$ cat src/hdl/lgw_pkg.sv
// Shared types, operation codes, register indexes and pixel format helpers.
package lgw_pkg;

	localparam logic [2:0] OP_SET_CURSOR = 3'd0;
	localparam logic [2:0] OP_SET_WINDOW = 3'd1;
	localparam logic [2:0] OP_WRITE      = 3'd2;
	localparam logic [2:0] OP_READ       = 3'd3;
	localparam logic [2:0] OP_FILL       = 3'd4;

	localparam logic REG_COORD_OFFSET = 1'b0;
	localparam logic REG_RB_SWAP      = 1'b1;

	// Commands from the controller to the datapath.
	typedef struct packed {
		logic load;
		logic set_cursor;
		logic set_window;
		logic calc_addr;
		logic write_pix;
		logic read_pix;
		logic clr_step;
		logic result;
		logic result_read;
	} cmd_t;

	// Status from the datapath to the controller.
	typedef struct packed {
		logic [2:0] op;
		logic       count_zero;
		logic       count_one;
		logic       in_win;
		logic       clr_last;
	} sts_t;

	// RGB565 to RGB888, red and blue exchanged in BGR mode.
	function automatic logic [23:0] expand565(input logic [15:0] c, input logic bgr);
		logic [23:0] w;
		if (bgr) begin
			w = {c[4:0], 3'b000, c[10:5], 2'b00, c[15:11], 3'b000};
		end else begin
			w = {c[15:11], 3'b000, c[10:5], 2'b00, c[4:0], 3'b000};
		end
		return w;
	endfunction

	// Stored RGB888 word back to 16 bits with its outer channels exchanged: the low channel goes on top.
	function automatic logic [15:0] pack888(input logic [23:0] w);
		return {w[7:3], w[15:10], w[23:19]};
	endfunction

endpackage

$ cat src/hdl/lgw_ctrl.sv
// Sequencing state machine for the graphics RAM window writer.
module lgw_ctrl (
	input  logic          clk,
	input  logic          arst_n,
	input  logic          start,
	input  lgw_pkg::sts_t sts,
	output lgw_pkg::cmd_t cmd,
	output logic          busy
);

	localparam logic [2:0] ST_CLEAR  = 3'd0;
	localparam logic [2:0] ST_IDLE   = 3'd1;
	localparam logic [2:0] ST_EXEC   = 3'd2;
	localparam logic [2:0] ST_ADDR   = 3'd3;
	localparam logic [2:0] ST_WRITE  = 3'd4;
	localparam logic [2:0] ST_READ   = 3'd5;
	localparam logic [2:0] ST_RESULT = 3'd6;

	logic [2:0] state_q;
	logic [2:0] state_d;

	always_comb begin
		state_d = state_q;
		cmd     = '0;
		unique case (state_q)
			ST_CLEAR: begin
				cmd.clr_step = 1'b1;
				if (sts.clr_last) begin
					state_d = ST_IDLE;
				end
			end
			ST_IDLE: begin
				if (start) begin
					cmd.load = 1'b1;
					state_d  = ST_EXEC;
				end
			end
			ST_EXEC: begin
				unique case (sts.op)
					lgw_pkg::OP_SET_CURSOR: begin
						cmd.set_cursor = 1'b1;
						state_d        = ST_RESULT;
					end
					lgw_pkg::OP_SET_WINDOW: begin
						cmd.set_window = 1'b1;
						state_d        = ST_RESULT;
					end
					lgw_pkg::OP_WRITE, lgw_pkg::OP_READ: begin
						state_d = ST_ADDR;
					end
					lgw_pkg::OP_FILL: begin
						state_d = sts.count_zero ? ST_RESULT : ST_ADDR;
					end
					default: begin
						state_d = ST_RESULT;
					end
				endcase
			end
			ST_ADDR: begin
				cmd.calc_addr = 1'b1;
				state_d       = (sts.op == lgw_pkg::OP_READ) ? ST_READ : ST_WRITE;
			end
			ST_WRITE: begin
				cmd.write_pix = 1'b1;
				if (sts.op == lgw_pkg::OP_FILL && sts.in_win && !sts.count_one) begin
					state_d = ST_ADDR;
				end else begin
					state_d = ST_RESULT;
				end
			end
			ST_READ: begin
				cmd.read_pix = 1'b1;
				state_d      = ST_RESULT;
			end
			ST_RESULT: begin
				cmd.result      = 1'b1;
				cmd.result_read = (sts.op == lgw_pkg::OP_READ);
				state_d         = ST_IDLE;
			end
			default: begin
				state_d = ST_IDLE;
			end
		endcase
	end

	always_ff @(posedge clk or negedge arst_n) begin
		if (!arst_n) begin
			state_q <= ST_CLEAR;
		end else begin
			state_q <= state_d;
		end
	end

	assign busy = (state_q != ST_IDLE);

endmodule

$ cat config.mk
export PLATFORM = sky130hd
export DESIGN_NAME = lgw_ctrl
export DESIGN_NICKNAME = d
export VERILOG_FILES = /design/src/hdl/lgw_pkg.sv /design/src/hdl/lgw_ctrl.sv
export SDC_FILE = /design/constraint.sdc
export NUM_CORES = 1
export LEC_CHECK = 0
export BUFFER_PORTS_ARGS = -buffer_cell sky130_fd_sc_hd__buf_2
export CAP_MARGIN = 15
export CELL_PAD_IN_SITES_DETAIL_PLACEMENT = 2
export CELL_PAD_IN_SITES_GLOBAL_PLACEMENT = 2
export CORE_MARGIN = 3
export CORE_UTILIZATION = 23
export CTS_BUF_LIST = sky130_fd_sc_hd__clkbuf_8 sky130_fd_sc_hd__clkbuf_16
export CTS_CLUSTER_DIAMETER = 60
export DETAILED_ROUTE_END_ITERATION = 10
export HOLD_SLACK_MARGIN = 0.03
export PLACE_DENSITY_LB_ADDON = 0.1
export SLEW_MARGIN = 20
export SYNTH_ARGS = -nofsm -noshare
export SYNTH_HDL_FRONTEND = slang
export SYNTH_SLANG_ARGS = --single-unit
$ cat constraint.sdc
create_clock -name clk -period 4.6 [get_ports clk]
set_input_delay 1.38 -clock clk [delete_from_list [all_inputs] [get_ports clk]]
set_output_delay 1.38 -clock clk [all_outputs]
set_load 0.01 [all_outputs]
Word level (Yosys, flattened, before mapping)
Index checks and enable logic that the tools add are counted.
{"block": "word_totals", "word_cells": 38, "output_inout_bits": 10, "register_bits": 3, "in_bits": 10}
{"block": "op_classes", "reduce_logical": 7, "n_eq_ne": 13, "n_mux": 17}
{"operator": "3-bit case mux with 6 select lines", "count": 1}
{"operator": "3-bit by 2-bit == test with 1-bit output (second input constant)", "count": 4}
{"operator": "3-bit == test (second input constant)", "count": 4}
{"operator": "3-bit two-way mux", "count": 4}
{"operator": "1-bit two-way mux", "count": 9}
{"operator": "3-bit by 1-bit == test with 1-bit output (second input constant)", "count": 2}
{"operator": "3-bit logical NOT", "count": 2}
{"operator": "3-bit case mux with 2 select lines", "count": 1}
{"operator": "2-bit two-way mux", "count": 2}
{"operator": "2-bit != test (second input constant)", "count": 2}
{"operator": "3-bit by 1-bit != test with 1-bit output (second input constant)", "count": 1}
{"operator": "1-bit logical AND", "count": 2}
{"operator": "2-bit AND reduction", "count": 1}
{"operator": "2-bit OR reduction", "count": 1}
{"operator": "1-bit logical NOT", "count": 1}

Depth between registers and ports, before layout
{"block": "depth", "ltp_word": 5, "mapped_depth": 6, "mapped_depth_nobuf": 5}

Worst setup path before layout
Ideal clock, no wire load.
{"block": "synth_timing", "path_type": "in2out", "from": "input sts[5] (netlist bit)", "to": "output cmd[7] (netlist bit)", "arrival_time_ns": 1.907, "setup_slack_ns": 1.313, "required_time_ns": 3.220, "cell_stages": 2, "path_buffers": 0, "cell_sequence": "nor4b_1 -> nor2b_1"}
{"item": "from (decl)", "line": "lgw_ctrl.sv:6", "source": "input lgw_pkg::sts_t sts,"}
{"item": "to (decl)", "line": "lgw_ctrl.sv:7", "source": "output lgw_pkg::cmd_t cmd,"}

==> impl_metrics.csv <==
group,metric,value,unit
pwr,seqPwrFrac,23.9,%
logic_synthesis,syn_area,364,µm²
final_layout,drive_above_1_share,43.9,%
status,status,"finished clean",
critical_path,startpoint_type,"primary input",
pwr,p_leak,0.259,nW
critical_path,crit_end,"cmd[6]",
final_layout,instances_no_fill,81,
pwr,peakVddDrop,138,µV
floorplan,fp.dieH,45.8,µm
route,first_iter_violations,7,
logic_synthesis,ys_seq_area_share,20.6,%
logic_synthesis,synth_compound_area_share,19.6,%
critical_path,timing.rr.end,"state_q[0]",
final_layout,n_antenna_cell,0,
timing,worstMarginPinSlew,0.455,ns
final_layout,largest_reg_flops,3,
logic_synthesis,syn-num-nets,57,
grt,overflow,0,
place,numPlacedInstances,77,
timing,maxSlewHeadroom,69.3,%
route,vias,410,
final_layout,largest_register,"state_q",
clocking,cts_resized,0,
timing,setup_slack,1.07,ns
floorplan,die_width,45.8,µm
final_layout,final_area,495,µm²
grt,track_usage,14.2,%
grt,antenna_found_initial,0,
logic_synthesis,syn_area_per_cell,7.92,µm²
critical_path,r2r_start,"state_q[1]",
pwr,p_int,0.000159,W
pwr,power_density,549,nW/µm²
critical_path,cp.arrival,2.15,ns
clocking,cts_tree,"done",
critical_path,end_kind,"output port",
critical_path,cp_slowest_cell,"nor4b_1",
critical_path,required,3.22,ns
clocking,clkSinkCount,3,
flow_run,drv_cap,0,
grt,grt_max_degree,14,
floorplan,core,1400,µm²
logic_synthesis,synthCells,46,
floorplan,fp.dieArea,2100,µm²
logic_synthesis,synth-simple-area-share,44.3,%
route,drc_errors,0,
timing,fin_skew,0.00138,ns
clocking,clk_pin_slew,0.03,ns
timing,finalCriticalPeriod,3.53,ns
pwr,switchingPower,0.000113,W
critical_path,cp-startpoint,"sts[5]",
grt,grt_pass1_vias,423,
final_layout,nets,78,
final_layout,syn_to_final_growth,36.1,%
grt,grt_first_pass_wirelength,2020,µm
min_path,worstHoldStart,"state_q[0]",
pwr,combPwrFrac,48.8,%
final_layout,top_regs,"state_q x3",
logic_synthesis,synth_seq_cells,3,
clocking,post_cts_buffers,0,
place,place.port_buffers,19,
critical_path,crit_type,"primary input to output port",
min_path,hold_class,"flip-flop to flip-flop",
route,routed_via_density,5.06,
critical_path,path_common_cell,"buf_2",
clocking,cts_buffer_depth,2,
clocking,numCtsBuffers,3,
final_layout,final_common_cell,"buf_2",
critical_path,worstPathCellList,"buf_2, nor4b_1, and2_1, buf_2",
critical_path,worst_path_largest_cell_delay,0.35,ns
clocking,h-tree-depth,1,
logic_synthesis,synth-edff-count,0,
logic_synthesis,synthMuxAreaShare,0,%
logic_synthesis,synth_flop_cell,"dfrtp_1",
timing,setup_violations,0,
logic_synthesis,synthArstFlopShare,100,%
timing,post-route-period-util,76.7,%
logic_synthesis,yosysUniqueCellTypes,26,
clocking,hold_buffers,0,
critical_path,reg2reg_slack,2.75,ns
timing,rsz0062_at_grt,"false",
logic_synthesis,yosys_warnings,0,
floorplan,io_pins,20,
critical_path,r2r_cells,5,
route,dr.pass1.iters,3,
logic_synthesis,synth_fa_ha_area_share,3.44,%
floorplan,rows,13,
timing,final_max_slew_viol_count,0,
place,dp_hpwl,922,µm
route,wire_per_inst,14.9,µm
timing,fmax,283,MHz
clocking,cts-root-buf,"clkbuf_8",
logic_synthesis,synth_top_family_by_area,"simple AND/OR/NAND/NOR gates",
timing,fin_hold_ws,0.762,ns
place,dpl_worst_slack,1.06,ns
timing,hold_viol_final,0,
final_layout,final_cell_mix,"buf_2 (19), nor2_1 (7)",
route,wl,1210,µm
place,place_area,450,µm²
floorplan,initial_core_util,26.0,%
critical_path,critPathMaxFanout,4,
pwr,clkPwrFrac,27.3,%
timing,timing.setup.tns,0,ns
place,gp_congestion,0.668,
pwr,swShare,41.5,%
clocking,worst_skew_pair.late_latency,0.22,ns
route,ant_nets,0,
logic_synthesis,synth-xor-area-share,2.41,%
layout make-up:
class	instances	area (µm²)
fill	173	903
multi-input combinational	38	254
timing repair buffer	19	95.1
sequential	3	75.1
clock buffer	3	41.3
tap	15	18.8
inverter	2	7.51
clock inverter	1	3.75
synthesized netlist by cell type (2+ instances only):
library cell  count  area [µm²]
nor2b_1           2        12.5
buf_6             2        22.5
and3_1            2        12.5
dfrtp_1           3        75.1
o21ai_1           2        10.0
o21ai_0           2        10.0
a21oi_1           3        15.0
o21a_1            2        15.0
nor4b_1           2        17.5
inv_1             2        7.51
nand2_1           3        11.3
nor2_1            7        26.3
power by group through the flow:
stage / combinational, W / clock, W / sequential (W)
2_1_floorplan: 0.000123 / 0 / 0.0000403
3_3_place_gp: 0.000131 / 0 / 0.0000668
3_5_place_dp: 0.000133 / 0 / 0.0000655
4_1_cts: 0.000136 / 0.0000769 / 0.0000655
5_1_grt: 0.000151 / 0.0000802 / 0.0000687
6_report: 0.000133 / 0.0000742 / 0.0000651
layer usage:
layer  vias up  track usage, %  wire (µm)
li1        200               -          -
met1       191            17.2        517
met2        15            21.4        584
met3         4            1.19         57
met4         0            13.6         49
met5         -               0          0
critical path: cells and delay by family:
family	cells	cell delay [ns]
buffers and inverters	2	0.25
and+or+nand+nor	2	0.53
cell families (layout without fill, tap and decap cells):
family,Yosys count,count (layout)
simple gates,25,25
compound gates,11,11
buf+inv,5,25
flops,3,3
fa+ha+maj,1,1
xor+xnor,1,1
through the flow:
step	utilization (%)	total power [W]
after global placement	32.2	0.000198
after detailed placement	32.2	0.000199
after CTS	35.4	0.000278
after global routing	35.4	0.000300
final	35.4	0.000272
after floorplan	-	0.000163
how the worst min path moves through the flow:
stage / endpoint / slack, ns / cells after the start
detailed placement: state_q[2] / 0.76 / 1
global placement: state_q[2] / 0.76 / 1
floorplan: state_q[2] / 0.65 / 2
finish: state_q[2] / 0.76 / 1
CTS: state_q[2] / 0.77 / 1
global route: state_q[2] / 0.80 / 1
(Power assumes the default switching activity.)
